==> src/rtl/core/ph_trimmed_window_average_top_defines.svh <==
// assertion macros for the ph trimmed window average block
// used by the modules that carry concurrent checks; no other dependencies
`ifndef PH_TRIMMED_WINDOW_AVERAGE_TOP_DEFINES_SVH
`define PH_TRIMMED_WINDOW_AVERAGE_TOP_DEFINES_SVH

// same-cycle implication, disabled while reset is held
`define PTWA_ASSERT_HOLDS(lbl, clk, rst_n, ante, cons) \
  lbl: assert property (@(posedge clk) disable iff (!rst_n) (ante) |-> (cons)) \
    else $error("ptwa: same-cycle check failed");

// next-cycle implication, disabled while reset is held
`define PTWA_ASSERT_NEXT(lbl, clk, rst_n, ante, cons) \
  lbl: assert property (@(posedge clk) disable iff (!rst_n) (ante) |=> (cons)) \
    else $error("ptwa: next-cycle check failed");

`endif

==> src/rtl/core/ptwa_pkg.sv <==
// shared constants for the ph trimmed window average block
// no dependencies; used by ptwa_front, ptwa_back and the top level
`default_nettype none

package ptwa_pkg;

  // result and register field widths
  localparam int SUM_W = 16;
  localparam int PH_W  = 13;
  localparam int OFF_W = 10;

  // ph scale: 3.5 ph/V * 5.0 V * 100 over 1024 codes = 1750 / 2^10
  localparam int PH_SCALE_NUM = 1750;
  localparam int SCALE_NUM_W  = 11;
  localparam int SCALE_SHIFT  = 10;

  // depth of the sample queue between front and back
  localparam int QUEUE_DEPTH = 2;

endpackage

`default_nettype wire

==> src/rtl/core/ptwa_front.sv <==
// input side: accepts sample words and holds them in a short queue
// depends on ptwa_pkg for the queue depth
`default_nettype none

module ptwa_front #(
  parameter int ADC_BITS = 10
) (
  input  wire logic                clk,
  input  wire logic                rst_n,
  input  wire logic                in_valid,
  output logic                     in_stall,
  input  wire logic [ADC_BITS-1:0] in_adc_sample,
  output logic                     q_valid,
  output logic [ADC_BITS-1:0]      q_sample,
  input  wire logic                q_pop
);

  localparam int QD = ptwa_pkg::QUEUE_DEPTH;
  localparam int PW = (QD > 1) ? $clog2(QD) : 1;
  localparam int CW = $clog2(QD + 1);

  logic [ADC_BITS-1:0] slot_r [QD];
  logic [PW-1:0]       wr_ptr_r;
  logic [PW-1:0]       rd_ptr_r;
  logic [CW-1:0]       cnt_r;
  logic                push;

  // queue status toward both sides
  assign in_stall = (cnt_r == CW'(QD));
  assign push     = in_valid && !in_stall;
  assign q_valid  = (cnt_r != '0);
  assign q_sample = slot_r[rd_ptr_r];

  // pointers and fill count
  always_ff @(posedge clk) begin
    if (!rst_n) begin
      wr_ptr_r <= '0;
      rd_ptr_r <= '0;
      cnt_r    <= '0;
    end else begin
      if (push) begin
        wr_ptr_r <= (wr_ptr_r == PW'(QD - 1)) ? '0 : wr_ptr_r + PW'(1);
      end
      if (q_pop) begin
        rd_ptr_r <= (rd_ptr_r == PW'(QD - 1)) ? '0 : rd_ptr_r + PW'(1);
      end
      if (push && !q_pop) begin
        cnt_r <= cnt_r + CW'(1);
      end else if (!push && q_pop) begin
        cnt_r <= cnt_r - CW'(1);
      end
    end
  end

  // queue slots
  always_ff @(posedge clk) begin
    if (push) begin
      slot_r[wr_ptr_r] <= in_adc_sample;
    end
  end

endmodule

`default_nettype wire

==> src/rtl/core/ptwa_back.sv <==
// work side: ring memory, window walk for sum/min/max, scaling, result register
// depends on ptwa_pkg and the assertion macro header
`default_nettype none
`include "ph_trimmed_window_average_top_defines.svh"

module ptwa_back #(
  parameter int WINDOW   = 40,
  parameter int ADC_BITS = 10
) (
  input  wire logic                              clk,
  input  wire logic                              rst_n,
  input  wire logic                              q_valid,
  input  wire logic [ADC_BITS-1:0]               q_sample,
  output logic                                   q_pop,
  input  wire logic signed [ptwa_pkg::OFF_W-1:0] ph_offset,
  output logic                                   out_valid,
  input  wire logic                              out_stall,
  output logic [ptwa_pkg::SUM_W-1:0]             out_trimmed_sum,
  output logic signed [ptwa_pkg::PH_W-1:0]       out_ph_hundredths
);

  localparam int AW    = $clog2(WINDOW);
  localparam int TOT_W = ADC_BITS + $clog2(WINDOW);
  localparam int DIV   = WINDOW - 2;
  localparam int DL    = $clog2(DIV);
  localparam int XN    = TOT_W + 1;
  localparam int SH    = XN + DL;
  localparam int MW    = XN + 2;
  localparam int P1W   = TOT_W + ptwa_pkg::SCALE_NUM_W;
  localparam int P2W   = XN + MW;
  localparam int SUM_W = ptwa_pkg::SUM_W;
  localparam int PH_W  = ptwa_pkg::PH_W;
  localparam int OFF_W = ptwa_pkg::OFF_W;
  // reciprocal of the trim count, exact for every dividend below 2^XN
  localparam longint unsigned MAGIC = ((64'd1 << SH) + DIV - 1) / DIV;

  typedef enum logic [2:0] {
    S_IDLE,
    S_WRITE,
    S_WALK,
    S_DRAIN,
    S_SUB,
    S_MULA,
    S_MULB,
    S_FINISH
  } state_t;

  state_t              state_r;
  logic [ADC_BITS-1:0] sample_r;
  logic [AW-1:0]       wp_r;
  logic [AW-1:0]       rd_addr_r;
  logic                rd_go_r;
  logic                rd_val_r;
  logic [WINDOW-1:0]   vbits_r;
  logic [ADC_BITS-1:0] rd_data_r;
  logic [ADC_BITS-1:0] ring_mem [WINDOW];
  logic [TOT_W-1:0]    tot_r;
  logic [ADC_BITS-1:0] lo_r;
  logic [ADC_BITS-1:0] hi_r;
  logic [TOT_W-1:0]    trim_r;
  logic [P1W-1:0]      p1_r;
  logic [P2W-1:0]      p2_r;
  logic                out_valid_r;
  logic [SUM_W-1:0]    out_sum_r;
  logic [PH_W-1:0]     out_ph_r;

  logic [ADC_BITS-1:0]    rd_word;
  logic [XN-1:0]          x_w;
  logic [P2W-1:0]         q_full;
  logic [PH_W-1:0]        ph_nxt;
  logic [SUM_W+TOT_W-1:0] sum_ext;
  logic                   out_free;

  // entries never written since reset read as zero
  assign rd_word  = rd_val_r ? rd_data_r : '0;
  assign q_pop    = (state_r == S_IDLE) && q_valid;
  assign out_free = !out_valid_r || !out_stall;

  // scaling: drop 10 fraction bits, then reciprocal multiply for the trim count
  assign x_w     = p1_r[P1W-1:ptwa_pkg::SCALE_SHIFT];
  assign q_full  = p2_r >> SH;
  assign ph_nxt  = q_full[PH_W-1:0] + {{(PH_W - OFF_W){ph_offset[OFF_W-1]}}, ph_offset};
  assign sum_ext = {{SUM_W{1'b0}}, trim_r};

  // sequencer, walk accumulators and result register
  always_ff @(posedge clk) begin
    if (!rst_n) begin
      state_r     <= S_IDLE;
      sample_r    <= '0;
      wp_r        <= '0;
      rd_addr_r   <= '0;
      rd_go_r     <= 1'b0;
      rd_val_r    <= 1'b0;
      vbits_r     <= '0;
      tot_r       <= '0;
      lo_r        <= '0;
      hi_r        <= '0;
      trim_r      <= '0;
      p1_r        <= '0;
      p2_r        <= '0;
      out_valid_r <= 1'b0;
      out_sum_r   <= '0;
      out_ph_r    <= '0;
    end else begin
      rd_go_r  <= (state_r == S_WALK);
      rd_val_r <= vbits_r[rd_addr_r];

      // fold in the word read in the previous cycle
      if (rd_go_r) begin
        tot_r <= tot_r + TOT_W'(rd_word);
        if (rd_word < lo_r) begin
          lo_r <= rd_word;
        end
        if (rd_word > hi_r) begin
          hi_r <= rd_word;
        end
      end

      // receiver takes the word; a finishing item reloads it instead
      if (out_valid_r && !out_stall && state_r != S_FINISH) begin
        out_valid_r <= 1'b0;
      end

      case (state_r)
        S_IDLE: begin
          if (q_valid) begin
            sample_r <= q_sample;
            state_r  <= S_WRITE;
          end
        end
        S_WRITE: begin
          vbits_r[wp_r] <= 1'b1;
          wp_r          <= (wp_r == AW'(WINDOW - 1)) ? '0 : wp_r + AW'(1);
          rd_addr_r     <= '0;
          tot_r         <= '0;
          lo_r          <= '1;
          hi_r          <= '0;
          state_r       <= S_WALK;
        end
        S_WALK: begin
          if (rd_addr_r == AW'(WINDOW - 1)) begin
            state_r <= S_DRAIN;
          end else begin
            rd_addr_r <= rd_addr_r + AW'(1);
          end
        end
        S_DRAIN: begin
          state_r <= S_SUB;
        end
        S_SUB: begin
          trim_r  <= tot_r - TOT_W'(lo_r) - TOT_W'(hi_r);
          state_r <= S_MULA;
        end
        S_MULA: begin
          p1_r    <= P1W'(trim_r) * P1W'(ptwa_pkg::PH_SCALE_NUM);
          state_r <= S_MULB;
        end
        S_MULB: begin
          p2_r    <= P2W'(x_w) * P2W'(MAGIC);
          state_r <= S_FINISH;
        end
        S_FINISH: begin
          if (out_free) begin
            out_valid_r <= 1'b1;
            out_sum_r   <= sum_ext[SUM_W-1:0];
            out_ph_r    <= ph_nxt;
            state_r     <= S_IDLE;
          end
        end
        default: begin
          state_r <= S_IDLE;
        end
      endcase
    end
  end

  // sample ring: one write port, one registered read port
  always_ff @(posedge clk) begin
    if (state_r == S_WRITE) begin
      ring_mem[wp_r] <= sample_r;
    end
    rd_data_r <= ring_mem[rd_addr_r];
  end

  assign out_valid         = out_valid_r;
  assign out_trimmed_sum   = out_sum_r;
  assign out_ph_hundredths = signed'(out_ph_r);

  // checks
  `PTWA_ASSERT_NEXT(a_walk_starts_at_zero, clk, rst_n, state_r == S_WRITE, state_r == S_WALK && rd_addr_r == '0)
  `PTWA_ASSERT_HOLDS(a_walk_drained, clk, rst_n, state_r == S_SUB, !rd_go_r)
  `PTWA_ASSERT_HOLDS(a_min_not_above_max, clk, rst_n, state_r == S_SUB, lo_r <= hi_r)
  `PTWA_ASSERT_HOLDS(a_word_from_finish, clk, rst_n, $rose(out_valid_r), $past(state_r == S_FINISH))
  `PTWA_ASSERT_NEXT(a_finish_delivers, clk, rst_n, state_r == S_FINISH && out_free, out_valid_r && state_r == S_IDLE)

endmodule

`default_nettype wire

==> src/rtl/core/ph_trimmed_window_average_top.sv <==
// Trimmed moving average of pH probe converter words.
// Input channel: in_valid / in_stall / in_adc_sample, one sample per word.
// Output channel: out_valid / out_stall / out_trimmed_sum / out_ph_hundredths,
// exactly one word per accepted sample, in order.
// Config: cfg_wr_en / cfg_wr_data write the signed ph offset (hundredths).
// Each sample is written into a WINDOW-entry ring, the ring is walked once
// for sum, minimum and maximum, and the trimmed sum is scaled to ph.
// Each sample is carried to its result before the next one leaves the queue,
// as the walk goes through the single read port of the ring memory.
// A two-word queue keeps accepting while the ring walk runs, and the result
// register lets the next walk start while out_stall holds a finished word.
// Reset: synchronous, active low; the ring reads as all zeros, the write
// position and offset return to zero, both channels go empty.
// While out_stall is high the word holds; the walk then waits before loading
// a new word, and in_stall rises once the queue fills.
`default_nettype none

module ph_trimmed_window_average_top #(
  parameter int WINDOW   = 40,
  parameter int ADC_BITS = 10
) (
  input  wire logic                              clk,
  input  wire logic                              rst_n,
  input  wire logic                              in_valid,
  output logic                                   in_stall,
  input  wire logic [ADC_BITS-1:0]               in_adc_sample,
  output logic                                   out_valid,
  input  wire logic                              out_stall,
  output logic [ptwa_pkg::SUM_W-1:0]             out_trimmed_sum,
  output logic signed [ptwa_pkg::PH_W-1:0]       out_ph_hundredths,
  input  wire logic                              cfg_wr_en,
  input  wire logic signed [ptwa_pkg::OFF_W-1:0] cfg_wr_data
);

  logic                                 q_valid;
  logic [ADC_BITS-1:0]                  q_sample;
  logic                                 q_pop;
  logic signed [ptwa_pkg::OFF_W-1:0]    ph_offset_r;

  // calibration offset register
  always_ff @(posedge clk) begin
    if (!rst_n) begin
      ph_offset_r <= '0;
    end else if (cfg_wr_en) begin
      ph_offset_r <= cfg_wr_data;
    end
  end

  // front: accept and queue sample words
  ptwa_front #(
    .ADC_BITS (ADC_BITS)
  ) u_front (
    .clk           (clk),
    .rst_n         (rst_n),
    .in_valid      (in_valid),
    .in_stall      (in_stall),
    .in_adc_sample (in_adc_sample),
    .q_valid       (q_valid),
    .q_sample      (q_sample),
    .q_pop         (q_pop)
  );

  // back: ring update, window walk, scaling, result word
  ptwa_back #(
    .WINDOW   (WINDOW),
    .ADC_BITS (ADC_BITS)
  ) u_back (
    .clk               (clk),
    .rst_n             (rst_n),
    .q_valid           (q_valid),
    .q_sample          (q_sample),
    .q_pop             (q_pop),
    .ph_offset         (ph_offset_r),
    .out_valid         (out_valid),
    .out_stall         (out_stall),
    .out_trimmed_sum   (out_trimmed_sum),
    .out_ph_hundredths (out_ph_hundredths)
  );

endmodule

`default_nettype wire
==> config.mk <==
export PLATFORM = sky130hd
export DESIGN_NAME = ph_trimmed_window_average_top
export DESIGN_NICKNAME = d
export VERILOG_FILES = /design/src/rtl/core/ptwa_pkg.sv /design/src/rtl/core/ptwa_front.sv /design/src/rtl/core/ptwa_back.sv /design/src/rtl/core/ph_trimmed_window_average_top.sv
export VERILOG_INCLUDE_DIRS = /design/src /design/src/rtl/core
export SDC_FILE = /design/constraint.sdc
export NUM_CORES = 1
export LEC_CHECK = 0
export BUFFER_PORTS_ARGS = -buffer_cell sky130_fd_sc_hd__buf_2
export CORE_MARGIN = 2
export CORE_UTILIZATION = 48
export CTS_CLUSTER_SIZE = 16
export DETAILED_ROUTE_END_ITERATION = 16
export PLACE_DENSITY = 0.67
export SETUP_SLACK_MARGIN = 0.05
export SLEW_MARGIN = 30
export SYNTH_ARGS = -nofsm -noshare
export SYNTH_HDL_FRONTEND = slang
export SYNTH_SLANG_ARGS = --single-unit
==> constraint.sdc <==
create_clock -name clk -period 13 [get_ports clk]
set_clock_uncertainty 0.15 [all_clocks]
set_input_delay 1.3 -clock clk [delete_from_list [all_inputs] [get_ports clk]]
set_output_delay 1.3 -clock clk [all_outputs]
set_load 0.03 [all_outputs]
After elaboration in Yosys (flattened, before gate mapping)
Memories as Yosys holds them, arrays and structs flattened. A register that Yosys moved wholly into a read port is not among the register bits.
Index checks and enable logic that the tools add are counted.
W data, S select, Z words.
{ "totals": {"ff_bits": 214, "latch_bits": 0, "ramBits": 420, "romBits": 0, "inputBits": 25, "out_inout_bits": 31, "wordCells": 108, "mem_count": 2} }
{ "mem_list": {"columns": ["name", "words", "width", "rd", "rd_ports_with_merged_regs", "wr", "line", "source"], "rows": [
  ["u_back.ring_mem", 40, 10, 1, 1, 1, "ptwa_back.sv:56", "logic [ADC_BITS-1:0] ring_mem [WINDOW];"],
  ["u_front.slot_r", 2, 10, 1, 1, 1, "ptwa_front.sv:22", "logic [ADC_BITS-1:0] slot_r [QD];"]
]} }
{ "op_classes": {"addsub": 10, "mul": 2, "n_div": 0, "order_cmp": 5, "eq_ne": 15, "shift": 0, "muxes": 26, "bitwise": 2, "n_reduce_logical": 27} }
{ "ops": {"columns": ["cell", "count"], "rows": [
  ["$mux W10", 4],
  ["$or A40 B40 Y40", 1],
  ["$mul A17 B18 Y35 const B", 1],
  ["$sub A16 B10 Y16", 2],
  ["$mul A16 B10 Y26 const B", 1],
  ["$pmux W3 S8", 1],
  ["$add A16 B10 Y16", 1],
  ["$lt A6 B7 Y1 const B", 2],
  ["$add A12 B13 Y13", 1],
  ["$add A6 B1 Y6 const B", 2],
  ["$eq A3 B3 Y1 const B", 4],
  ["$eq A6 B6 Y1 const B", 2],
  ["$mux W6", 2],
  ["$pmux W6 S2", 1],
  ["$mux W1", 11],
  ["$gt A10 B10 Y1", 1],
  ["$lt A10 B10 Y1", 1],
  ["$reduce_and A2 Y1", 5],
  ["$reduce_bool A2 Y1", 5],
  ["$mux W3", 3],
  ["$logic_and A1 B1 Y1", 7],
  ["$bmux W1 S6", 1],
  ["$demux W1 S6", 1],
  ["$eq A3 B2 Y1 const B", 2],
  ["16 further kinds", 25]
]} }

Longest topological paths before layout
Gate-level depths: netlist (run 1).
{ "logic_depth": {"depth_word": 7, "mapped_depth": 22, "mapped_depth_nobuf": 22} }

Cells and area by module
From an unflattened synthesis (run 1), not the netlist that was laid out.
{ "hier_totals": {"hier_cells": 2643, "area_unflattened_um2": 34055.2} }
{ "by_module_without_submodules": {"columns": ["module", "instances", "cells_per_inst", "area_per_inst_um2", "seq_area_each_um2"], "rows": [
  ["ptwa_back", 1, 2555, 32733.9, 15775.1],
  ["ptwa_front", 1, 57, 947.2, 700.7],
  ["ph_trimmed_window_average_top", 1, 31, 374.1, 200.2]
]} }

Worst setup path after synthesis (run 1)
OpenSTA, ideal clock, no wires.
{ "synth_path": {"path_type": "reg-to-reg", "from": "register u_back.p1_r[21]", "to": "register u_back.p2_r[33]", "setup_ps": 118, "arrival_time_ps": 5404, "t_required_ps": 12732, "setup_slack_ps": 7328, "path_stages_with_launch": 21, "n_path_buf": 0, "period_less_slack_ps": 5672, "cell_sequence": "dfxtp_1 ha_1 inv_1 fa_1 inv_1 fa_1 fa_1 fa_1 inv_1 fa_1 inv_1 ha_1 nor2_1 a211oi_1 o31a_2 o32ai_1 nor3_2 o21a_1 o31ai_1 xor2_1 o21ai_1"} }
{ "synth_between": {"elab_chain_cells": 1} }
{ "synth_lines": {"columns": ["element", "line", "source"], "rows": [
  ["start, declared", "ptwa_back.sv:61", "logic [P1W-1:0] p1_r;"],
  ["start signal, assigned", "ptwa_back.sv:155", "p1_r <= P1W'(trim_r) * P1W'(ptwa_pkg::PH_SCALE_NUM);"],
  ["$mul A17 B18 Y35", "ptwa_back.sv:159", "p2_r <= P2W'(x_w) * P2W'(MAGIC);"],
  ["end signal, assigned", "ptwa_back.sv:159", null],
  ["end, declared", "ptwa_back.sv:62", "logic [P2W-1:0] p2_r;"]
]} }
Every way passes these cells.
A chain may end at the register's enable or synchronous reset.

Final worst setup path (run 1)
{ "layout_path": {"from": "register u_back.p1_r[18]", "to": "register u_back.p2_r[33]"} }
Same word-level chain as after synthesis.

==> flow_metrics.env, run 1 <==
export IMPL_status="finished clean"
export IMPL_antenna_left=0
export IMPL_max_freq_ghz=0.165
export IMPL_synth_main_ff_cell="edfxtp_1"
export IMPL_postCtsHoldBufs=0
export IMPL_tightest_slew_ps=902
export IMPL_vias=20200
export IMPL_yosys_warnings=0
export IMPL_synth_compound_gate_area_share_pct=5.71
export IMPL_core_sq_mm=0.0699
export IMPL_min_period_ps=6060
export IMPL_slew_viol_final=0
export IMPL_synth_top_cell_by_area="edfxtp_1"
export IMPL_avgRoutedWirePerCell_microns=20.6
export IMPL_power_switching_w=0.00171
export IMPL_synth_area_leaders="edfxtp_1 (37%), dfxtp_1 (12%), ha_1 (10%)"
export IMPL_cp_end_kind="flip-flop"
export IMPL_synth_fa_ha_area_share_pct=20.6
export IMPL_cts_tree="yes"
export IMPL_ios=56
export IMPL_synthArstFlopShare_pct=0
export IMPL_initial_core_util_pct=48.4
export IMPL_cap_violations=0
export IMPL_insertion_delay_ps=630
export IMPL_timing_setup_tns_ps=0
export IMPL_die_area_sq_mm=0.0726
export IMPL_overflow=0
export IMPL_seq_power_share_pct=43.2
export IMPL_num_rows=97
export IMPL_syn_area_sq_mm=0.0338
export IMPL_hold_viol_final=0
export IMPL_die_height_microns=269
export IMPL_routed_wl_microns=75600
export IMPL_worstSetupPathType="flip-flop to flip-flop"
export IMPL_pwr_density_cell_mw_per_mm2=151
export IMPL_post_cts_buffers=0
export IMPL_p_leak_nw=15.3
export IMPL_dpl_instance_area_sq_mm=0.0353
export IMPL_antenna_found_initial=0
export IMPL_cp_arrival_ps=6420
export IMPL_cts_reportedPaths_clkPinSlew_ps=60
export IMPL_cts_buffers=69
export IMPL_synth_simple_gate_area_share_pct=7.36
export IMPL_area_growth_pct=11.2
export IMPL_synth_top_cell_area_share_pct=37.3
export IMPL_final_common_cell="edfxtp_1"
export IMPL_grt_pass1_wl_microns=119000
export IMPL_drtIter0Drc=1410
export IMPL_layout_nets=3162
export IMPL_fp_dieW_microns=269
export IMPL_stdcell_area_sq_mm=0.0376
export IMPL_clkPwrFrac_pct=34.1
export IMPL_drt_pre_antenna_iters=5
export IMPL_synthMuxAreaShare_pct=10.6
export IMPL_grt_pass1_vias=20900
export IMPL_drive_above_1_share_pct=14.3
export IMPL_critPathLaunchType="flip-flop"
export IMPL_syn_nets=3082
export IMPL_synth_xor_area_share_pct=1.53
export IMPL_cts_sinks=622
export IMPL_synthCells=2603
export IMPL_grt_usage_pct=21.2
export IMPL_syn_avg_cell_area_sq_um=13.0
export IMPL_swShare_pct=30.0
export IMPL_final_cell_mix="edfxtp_1 (420), inv_1 (337), ha_1 (283)"
export IMPL_crit_fanout=8
export IMPL_rsz0062_at_grt="false"
export IMPL_synth_top_family_by_area="adder cells"
export IMPL_ys_ff_latch=622
export IMPL_route_detailed_drc=0
export IMPL_internal_power_w=0.00397
export IMPL_portBuffers=55
export IMPL_grt_max_degree=72
export IMPL_gp_congestion=0.876
export IMPL_pwr_share_comb_pct=22.8
export IMPL_timing_final_crit_share_pct=46.6
export IMPL_relSlewSlack_pct=39.7
export IMPL_clockBufferDepth=3
export IMPL_dp_hpwl_microns=53800
export IMPL_avgViaCountPerCell=5.50
export IMPL_cts_resized=0
export IMPL_synth_edf_count=420
export IMPL_htreeDepth=3
export IMPL_ys_seq_area_share_pct=49.3
export IMPL_setup_viol=0
export IMPL_cts_root_buf="clkbuf_16"
export IMPL_synth_cell_types=74
export IMPL_ir_drop_uv=145
export IMPL_hp_class="flip-flop to flip-flop"
export IMPL_required_ps=13350
## per-layer routing
metal / routed length (microns) / global-route usage [%] / vias up
li1: - / - / 9401
met1: 33300 / 28.9 / 10200
met2: 36900 / 35.6 / 496
met3: 3650 / 3.00 / 98
met4: 1800 / 5.76 / 0
met5: 0 / 0 / -
## state kept, by name, summed over array words and instances (netlist names)
signal / flops
u_back.out_valid: 1
ph_offset_r: 10
u_front.cnt_r: 2
u_back.rd_val_r: 1
u_back.rd_addr_r: 6
u_front.wr_ptr_r: 1
u_back.hi_r: 10
u_back.out_trimmed_sum: 16
u_back.ring_mem: 400
u_back.wp_r: 6
u_back.p1_r: 17
u_back.rd_go_r: 1
u_back.sample_r: 10
u_back.lo_r: 10
u_front.rd_ptr_r: 1
u_back.out_ph_hundredths: 13
u_back.p2_r: 12
u_back.vbits_r: 40
u_back.state_r: 3
u_back.rd_data_r: 10
u_back.tot_r: 16
u_back.trim_r: 16
u_front.slot_r: 20
## power by group through the flow
stage	clock [W]	combinational, W	sequential (W)
2_1_floorplan	0	0.000924	0.00249
3_5_place_dp	0	0.00130	0.00250
5_1_grt	0.00206	0.00144	0.00247
3_3_place_gp	0	0.00125	0.00249
4_1_cts	0.00198	0.00130	0.00245
6_report	0.00194	0.00129	0.00245
## kinds of logic (layout without fill, tap and decap cells)
kind of cell / after synthesis / count (layout)
DFF: 622 / 622
and+or+nand+nor: 544 / 544
AOI/OAI and AO/OA: 301 / 301
xor gates and xnor gates: 59 / 59
other: 0 / 1
muxes: 193 / 193
adders and majority gates: 454 / 454
buffers and inverters: 430 / 566
## Yosys cell counts (5+ instances only)
cell type / n
a21oi_1: 124
o21bai_1: 6
mux4_2: 132
nor2_1: 229
a31oi_1: 10
buf_2: 15
o211ai_1: 8
a21o_1: 23
and2_1: 11
xor2_1: 30
o21a_1: 17
nor3_1: 21
mux2i_1: 59
or2_2: 7
a211oi_1: 33
nand3_1: 43
o31ai_1: 5
fa_1: 171
edfxtp_1: 420
nor4_1: 6
or3_1: 17
inv_1: 337
nand4_1: 17
o21ai_0: 40
nor2b_1: 24
nand2_1: 128
and3_1: 10
xnor2_1: 29
nand2b_1: 5
clkbuf_1: 62
dfxtp_1: 202
buf_1: 9
ha_1: 283
or3b_2: 5
## layout make-up
type / instances / area, sq um
clock inverter: 33 / 419
multi-input combinational: 1551 / 15600
clock buffer: 94 / 1880
fill: 5847 / 32300
inverter: 338 / 1270
tap: 940 / 1180
timing repair buffer: 101 / 637
antenna: 1 / 2.50
sequential: 622 / 16700
## through the flow
step                hold WS (ps)  utilization (%)  total power [W]  instances  setup WS [ps]
finish                       300             53.8          0.00568       3680           6940
global route                 318             53.8          0.00596       3679           6620
CTS                          301             53.8          0.00573       3678           6910
detailed placement           293             50.5          0.00379       3551           6900
global placement             291             50.4          0.00374       3551           7020
floorplan                    285                -          0.00341       2603           7330
## worst paths after layout
| path | startpoint | to | slack [ps] | cells after the start |
|---|---|---|---|---|
| min | u_back.out_ph_hundredths[7] | u_back.out_ph_hundredths[7] | 300 | 2 |
| max reg2reg | u_back.p1_r[18] | u_back.p2_r[33] | 6940 | 20 |
| min reg2reg | u_back.out_ph_hundredths[7] | u_back.out_ph_hundredths[7] | 300 | 2 |
| max | u_back.p1_r[18] | u_back.p2_r[33] | 6940 | 20 |
## critical path, cell delays in order (launching register included)
cell	delay [ps]
dfxtp_1	610
ha_1	290
inv_1	80
fa_1	530
inv_1	50
fa_1	480
fa_1	540
fa_1	550
inv_1	50
fa_1	530
inv_1	40
ha_1	300
inv_1	80
a211oi_1	60
o31a_2	340
o32ai_1	390
nor3_2	110
o21a_1	240
o31ai_1	250
xor2_1	180
o21ai_1	80
Note: power is estimated with default switching activity, not from simulation.
==> run 2: changes to the inputs <==
- clock period: 13 -> 6.1 ns (I/O delays scaled with it)
==> run 2 against run 1 <==
  * Via count increased by 1.0%
  * Sequential share of layout area decreased by 0.28 points
  * Total power increased by 120%
  * Critical endpoint is now u_back.p2_r[31]
==> flow_metrics.env, run 2 (synthesized netlist as in run 1, its figures left out) <==
export IMPL_hold_viol_final=0
export IMPL_r2r_end="u_back.p2_r[31]"
export IMPL_cts_reportedPaths_clkPinSlew_ps=60
export IMPL_tightest_slew_ps=959
export IMPL_crit_fanout=4
export IMPL_clockBufferDepth=3
export IMPL_max_freq_ghz=0.172
export IMPL_relSlewSlack_pct=35.9
export IMPL_die_height_microns=269
export IMPL_critPathTopFamily="adder cells"
export IMPL_cts_sinks=622
export IMPL_min_period_ps=5820
export IMPL_timing_final_crit_share_pct=95.5
export IMPL_hold_start="in_adc_sample[0]"
export IMPL_cap_violations=0
export IMPL_num_rows=97
export IMPL_initial_core_util_pct=48.4
export IMPL_gp_congestion=0.880
export IMPL_critPathLaunchType="flip-flop"
export IMPL_cp_slowest_cell="fa_1"
export IMPL_p_leak_nw=15.4
export IMPL_slew_viol_final=0
export IMPL_timing_setup_tns_ps=0
export IMPL_grt_pass1_vias=21200
export IMPL_grt_usage_pct=21.4
export IMPL_area_growth_pct=12.1
export IMPL_cp_end_kind="flip-flop"
export IMPL_cts_tree="yes"
export IMPL_post_cts_buffers=0
export IMPL_stdcell_area_sq_mm=0.0379
export IMPL_status="finished clean"
export IMPL_timing_critical_path_from="u_back.p1_r[21]"
export IMPL_fp_dieW_microns=269
export IMPL_ir_drop_uv=292
export IMPL_nFillCells=5865
export IMPL_portBuffers=55
export IMPL_antenna_left=0
export IMPL_avgRoutedWirePerCell_microns=20.9
export IMPL_reg2reg_depth=19
export IMPL_overflow=0
export IMPL_antenna_found_initial=0
export IMPL_worstSetupPathType="flip-flop to flip-flop"
export IMPL_drive_above_1_share_pct=15.8
export IMPL_pwr_density_cell_mw_per_mm2=324
export IMPL_slowest_delay_ps=540
export IMPL_ios=56
export IMPL_required_ps=6470
export IMPL_core_sq_mm=0.0699
export IMPL_die_area_sq_mm=0.0726
export IMPL_layout_nets=3172
export IMPL_final_common_cell="edfxtp_1"
export IMPL_hp_class="primary input to flip-flop"
export IMPL_reg2reg_from="u_back.p1_r[21]"
export IMPL_critPathBufInv=4
export IMPL_avgViaCountPerCell=5.54
export IMPL_routed_wl_microns=76900
export IMPL_reg2reg_slack_ps=280
export IMPL_cp_num_cells=19
export IMPL_insertion_delay_ps=640
export IMPL_route_detailed_drc=0
export IMPL_setup_viol=0
export IMPL_dpl_instance_area_sq_mm=0.0354
export IMPL_final_cell_mix="edfxtp_1 (420), inv_1 (337), ha_1 (280)"
export IMPL_grt_pass1_wl_microns=121000
export IMPL_largest_register_ffs=400
export IMPL_rsz0062_at_grt="false"
export IMPL_drtIter0Drc=1454
export IMPL_utilization_pct=54.2
export IMPL_antenna_cells=0
export IMPL_grt_max_degree=80
export IMPL_cp_endpoint="u_back.p2_r[31]"
export IMPL_htreeDepth=3
export IMPL_cts_root_buf="clkbuf_16"
export IMPL_drt_pre_antenna_iters=5
export IMPL_dp_hpwl_microns=54300
export IMPL_regMostFlops="u_back.ring_mem"
export IMPL_cts_buffers=67
export IMPL_layout_top_registers="u_back.ring_mem: 400 flops, u_back.vbits_r: 40 flops, u_front.slot_r: 20 flops"
export IMPL_cp_arrival_ps=6190
export IMPL_cp_common_cell="fa_1"
export IMPL_vias=20400
export IMPL_worstPathCellList="ha_1, inv_1, fa_1, inv_1, fa_1, fa_1, fa_1, inv_1, fa_1, inv_1, ha_1, nor2_2, a211oi_2, o31a_2, a2111oi_4, nor3_2, o21a_2, or3_1, a21oi_1"
## run 2: cell types whose count changed in the layout (fill, tap and decap cells not counted), moves of 6 or more
cell / change
clkbuf_1: -9
dfxtp_2: +13
nor2_2: +7
bufinv_16: +6
dfxtp_1: -13
buf_4: +7
nor2_1: -7
## run 2: metal layers
metal | up-vias | GRT usage, % | share of wire (%)
li1 | 9412 | - | -
met1 | 10300 | 28.8 | 43
met2 | 573 | 36.2 | 49
met3 | 118 | 3.11 | 5.0
met4 | 0 | 6.15 | 2.5
met5 | - | 0 | 0
## run 2: timing repair
item / 4_1_cts / 5_1_grt
hold buffers: 4 / 0
hold endpoints to repair: 8 / 0
endpoints found under the setup margin: 1 / 7
resized for setup: 1 / 24
pin swaps: 0 / 10
## run 2: report_power, final
part	switching, W	total (W)	internal, W	leakage, nW
clock network	0.00179	0.00429	0.00250	1.14
registers	0.000245	0.00524	0.00499	5.51
logic	0.00161	0.00274	0.00113	8.74
total	0.00364	0.0123	0.00863	15.4
## run 2: how the worst min path moves through the flow
stage / to / slack (ps) / depth (start not counted)
after floorplan: u_back.vbits_r[10] / 280 / 2
after global placement: u_back.out_trimmed_sum[13] / 290 / 2
after detailed placement: u_back.out_ph_hundredths[5] / 300 / 2
after CTS: u_front.slot_r[1][0] / 1 / 1
after global routing: u_front.slot_r[1][0] / 10 / 1
final: u_front.slot_r[1][0] / 30 / 1
## run 2: area by class of cell
class | instances | area, sq um | share of cell area (%)
clock buffers | 82 | 1770 | 4.68
clock inverters | 41 | 577 | 1.52
inverters | 338 | 1270 | 3.36
multi-input cells | 1551 | 15600 | 41.3
flip-flops and latches | 622 | 16700 | 44.0
well taps | 940 | 1180 | 3.10
repair buffers | 113 | 758 | 2.00
## run 2: per-stage QoR
stage,std cells,total power [W],hold slack [ps],worst slack (ps)
floorplan,2603,0.00727,285,428
global placement,3560,0.00797,293,199
detailed placement,3560,0.00807,296,95.9
CTS,3687,0.0124,0.965,63.8
global route,3687,0.0128,14.5,32.2
finish,3687,0.0123,25.5,275
==> run 3: changes to the inputs <==
- PLACE_DENSITY: 0.67 -> 0.69
- SYNTH_HIERARCHICAL: not set -> 1
- clock period: 6.1 -> 4.85 ns (I/O delays scaled with it)
==> run 3 against run 2 <==
  * The run now ends with negative setup slack left
  * Synthesized cell count up 1.5%
  * Critical path type unchanged
  * Total power up 24%
  * Largest power group unchanged
  * Sequential share of layout area fell by 1.9 points
==> flow_metrics.env, run 3 <==
export IMPL_cts_buffers=60
export IMPL_cts_tree="yes"
export IMPL_required_ps=5210
export IMPL_cts_reportedPaths_clkPinSlew_ps=60
export IMPL_portBuffers=55
export IMPL_hold_viol_final=0
export IMPL_antenna_cells=0
export IMPL_p_leak_nw=16.3
export IMPL_drive_above_1_share_pct=23.4
export IMPL_dp_hpwl_microns=56800
export IMPL_final_cell_mix="edfxtp_1 (420), inv_1 (306), ha_1 (251)"
export IMPL_cts_root_buf="clkbuf_16"
export IMPL_reg2reg_from="u_back/p1_r[19]"
export IMPL_grt_pass1_wl_microns=126000
export IMPL_status="complete, but fails checks"
export IMPL_num_rows=97
export IMPL_regMostFlops="u_back/ring_mem"
export IMPL_r2r_end="u_back/p2_r[33]"
export IMPL_utilization_pct=56.6
export IMPL_synth_top_cell_area_share_pct=37.0
export IMPL_cp_end_kind="flip-flop"
export IMPL_synthMostInstantiatedCell="edfxtp_1"
export IMPL_die_height_microns=270
export IMPL_timing_final_crit_share_pct=114
export IMPL_avgViaCountPerCell=5.53
export IMPL_core_sq_mm=0.0701
export IMPL_crit_fanout=5
export IMPL_die_area_sq_mm=0.0731
export IMPL_hold_path_endpoint="u_front/wr_ptr_r"
export IMPL_antenna_left=0
export IMPL_final_common_cell="edfxtp_1"
export IMPL_violations="negative setup slack"
export IMPL_relSlewSlack_pct=36.5
export IMPL_area_growth_pct=16.6
export IMPL_hp_class="primary input to flip-flop"
export IMPL_synth_cell_types=73
export IMPL_synth_area_leaders="edfxtp_1 (37%), dfxtp_1 (12%), ha_1 (10%)"
export IMPL_vias=21400
export IMPL_drt_pre_antenna_iters=6
export IMPL_layout_nets=3357
export IMPL_whs_ps=36.9
export IMPL_htreeDepth=2
export IMPL_synth_main_ff_cell="edfxtp_1"
export IMPL_initial_core_util_pct=48.5
export IMPL_cap_violations=0
export IMPL_clockBufferDepth=3
export IMPL_ios=56
export IMPL_synth_edf_count=420
export IMPL_rsz0062_at_grt="true"
export IMPL_hold_start="rst_n"
export IMPL_antenna_found_initial=0
export IMPL_power_w=0.0152
export IMPL_min_path_cells=2
export IMPL_gp_congestion=0.894
export IMPL_synth_commonest_cells="edfxtp_1 (420), inv_1 (334), ha_1 (283)"
export IMPL_slew_viol_final=0
export IMPL_reg2reg_slack_ps=-680
export IMPL_cp_arrival_ps=5890
export IMPL_synthArstFlopShare_pct=0
export IMPL_overflow=0
export IMPL_reg2reg_depth=19
export IMPL_avgRoutedWirePerCell_microns=20.6
export IMPL_min_period_ps=5530
export IMPL_ys_ff_latch=623
export IMPL_cts_sinks=623
export IMPL_fp_dieW_microns=270
export IMPL_ir_drop_uv=341
export IMPL_syn_area_sq_mm=0.0341
export IMPL_critPathLaunchType="flip-flop"
export IMPL_setup_viol=12
export IMPL_pwr_density_cell_mw_per_mm2=382
export IMPL_max_freq_ghz=0.181
export IMPL_tightest_slew_ps=947
export IMPL_grt_pass1_vias=22600
export IMPL_timing_final_ws_setup_ps=-684
export IMPL_ys_seq_area_share_pct=49.0
export IMPL_synthCells=2643
export IMPL_syn_avg_cell_area_sq_um=12.9
export IMPL_route_detailed_drc=0
export IMPL_worstSetupPathType="flip-flop to flip-flop"
export IMPL_grt_max_degree=72
export IMPL_timing_setup_tns_ps=-6880
export IMPL_layout_top_registers="u_back/ring_mem: 400 flops, u_back/vbits_r: 40 flops, u_front/slot_r: 20 flops"
export IMPL_routed_wl_microns=79900
export IMPL_syn_nets=3122
export IMPL_drtIter0Drc=1736
export IMPL_synth_top_cell_by_area="edfxtp_1"
export IMPL_largest_register_ffs=400
export IMPL_grt_usage_pct=22.1
export IMPL_insertion_delay_ps=640
export IMPL_yosys_warnings=6
[run 3: cell types whose count changed in the layout (fill, tap and decap cells not counted), moves of 12 or more]
cell     before  now
buf_4        51  183
ha_4          2   28
nand2_1     127  174
ha_1        280  251
a21oi_2       3   15
nor3_1       21    8
a21oi_1     123  108
inv_1       337  306
nor2_1      204  181
o21ai_1       5   19
nand3_1      43   29
inv_2         0   28
dfxtp_4       2   14
[run 3: power breakdown]
part / switching, W / leakage [nW] / internal, W
clock network: 0.00203 / 1.01 / 0.00275
registers: 0.000193 / 5.54 / 0.00624
logic: 0.00234 / 9.75 / 0.00162
total: 0.00456 / 16.3 / 0.0106
[run 3: how the worst max path moves through the flow]
| stage | from | endpoint | slack (ps) |
|---|---|---|---|
| floorplan | u_back/p1_r[17] | u_back/p2_r[34] | -350 |
| global placement | u_back/p1_r[17] | u_back/p2_r[34] | -780 |
| detailed placement | u_back/p1_r[17] | u_back/p2_r[34] | -880 |
| CTS | u_back/p1_r[15] | u_back/p2_r[33] | -690 |
| global route | u_back/p1_r[19] | u_back/p2_r[33] | -850 |
| finish | u_back/p1_r[19] | u_back/p2_r[33] | -680 |
[run 3: through the flow]
stage	setup slack, ps	cell area (sq um)	instances
after floorplan	-351	34200	2643
after global placement	-778	36600	3724
after detailed placement	-876	36700	3725
after CTS	-690	39200	3859
after global routing	-853	39700	3870
final	-684	39700	3870
[run 3: timing repair]
item,CTS,global route
buffers inserted,8,12
hold buffers,12,0
gates resized for setup,68,93
pin swaps,51,74
setup endpoints to repair,26,26
hold endpoints to repair,22,0
[run 3: layer usage]
layer / global-route usage [%] / vias up / part of all wire [%]
li1: - / 9868 / -
met1: 29.3 / 10900 / 42
met2: 37.9 / 542 / 50
met3: 3.05 / 128 / 5.3
met4: 6.18 / 0 / 2.6
met5: 0 / - / 0
[run 3: cell type report]
class | count | area, sq um
clock inverters | 24 | 275
clock buffers | 90 | 1780
inverters | 335 | 1260
well taps | 940 | 1180
flip-flops and latches | 623 | 16700
multi-input cells | 1594 | 16500
fillers | 5691 | 30400
repair buffers | 264 | 1950
[run 3: critical path, stage by stage, from the launching register on]
cell,delay [ps]
dfxtp_4,370
fa_2,630
ha_4,220
fa_2,450
fa_1,510
fa_1,540
inv_2,40
fa_1,490
inv_2,50
ha_4,230
a2111oi_4,350
o21ai_1,120
o311a_1,150
a211oi_2,320
buf_4,210
buf_6,100
o21bai_1,80
nand3_1,140
mux2i_1,200
o21ai_1,70
[run 3: kinds of logic after synthesis]
family                     after synthesis  share of synthesized area (%)
DFF                                    623                           49.0
and+or+nand+nor                        539                           7.01
adders and majority gates              454                           20.4
buffers and inverters                  426                           4.98
AOI/OAI and AO/OA                      339                           6.29
muxes                                  193                           10.5
xor gates and xnor gates                69                           1.77
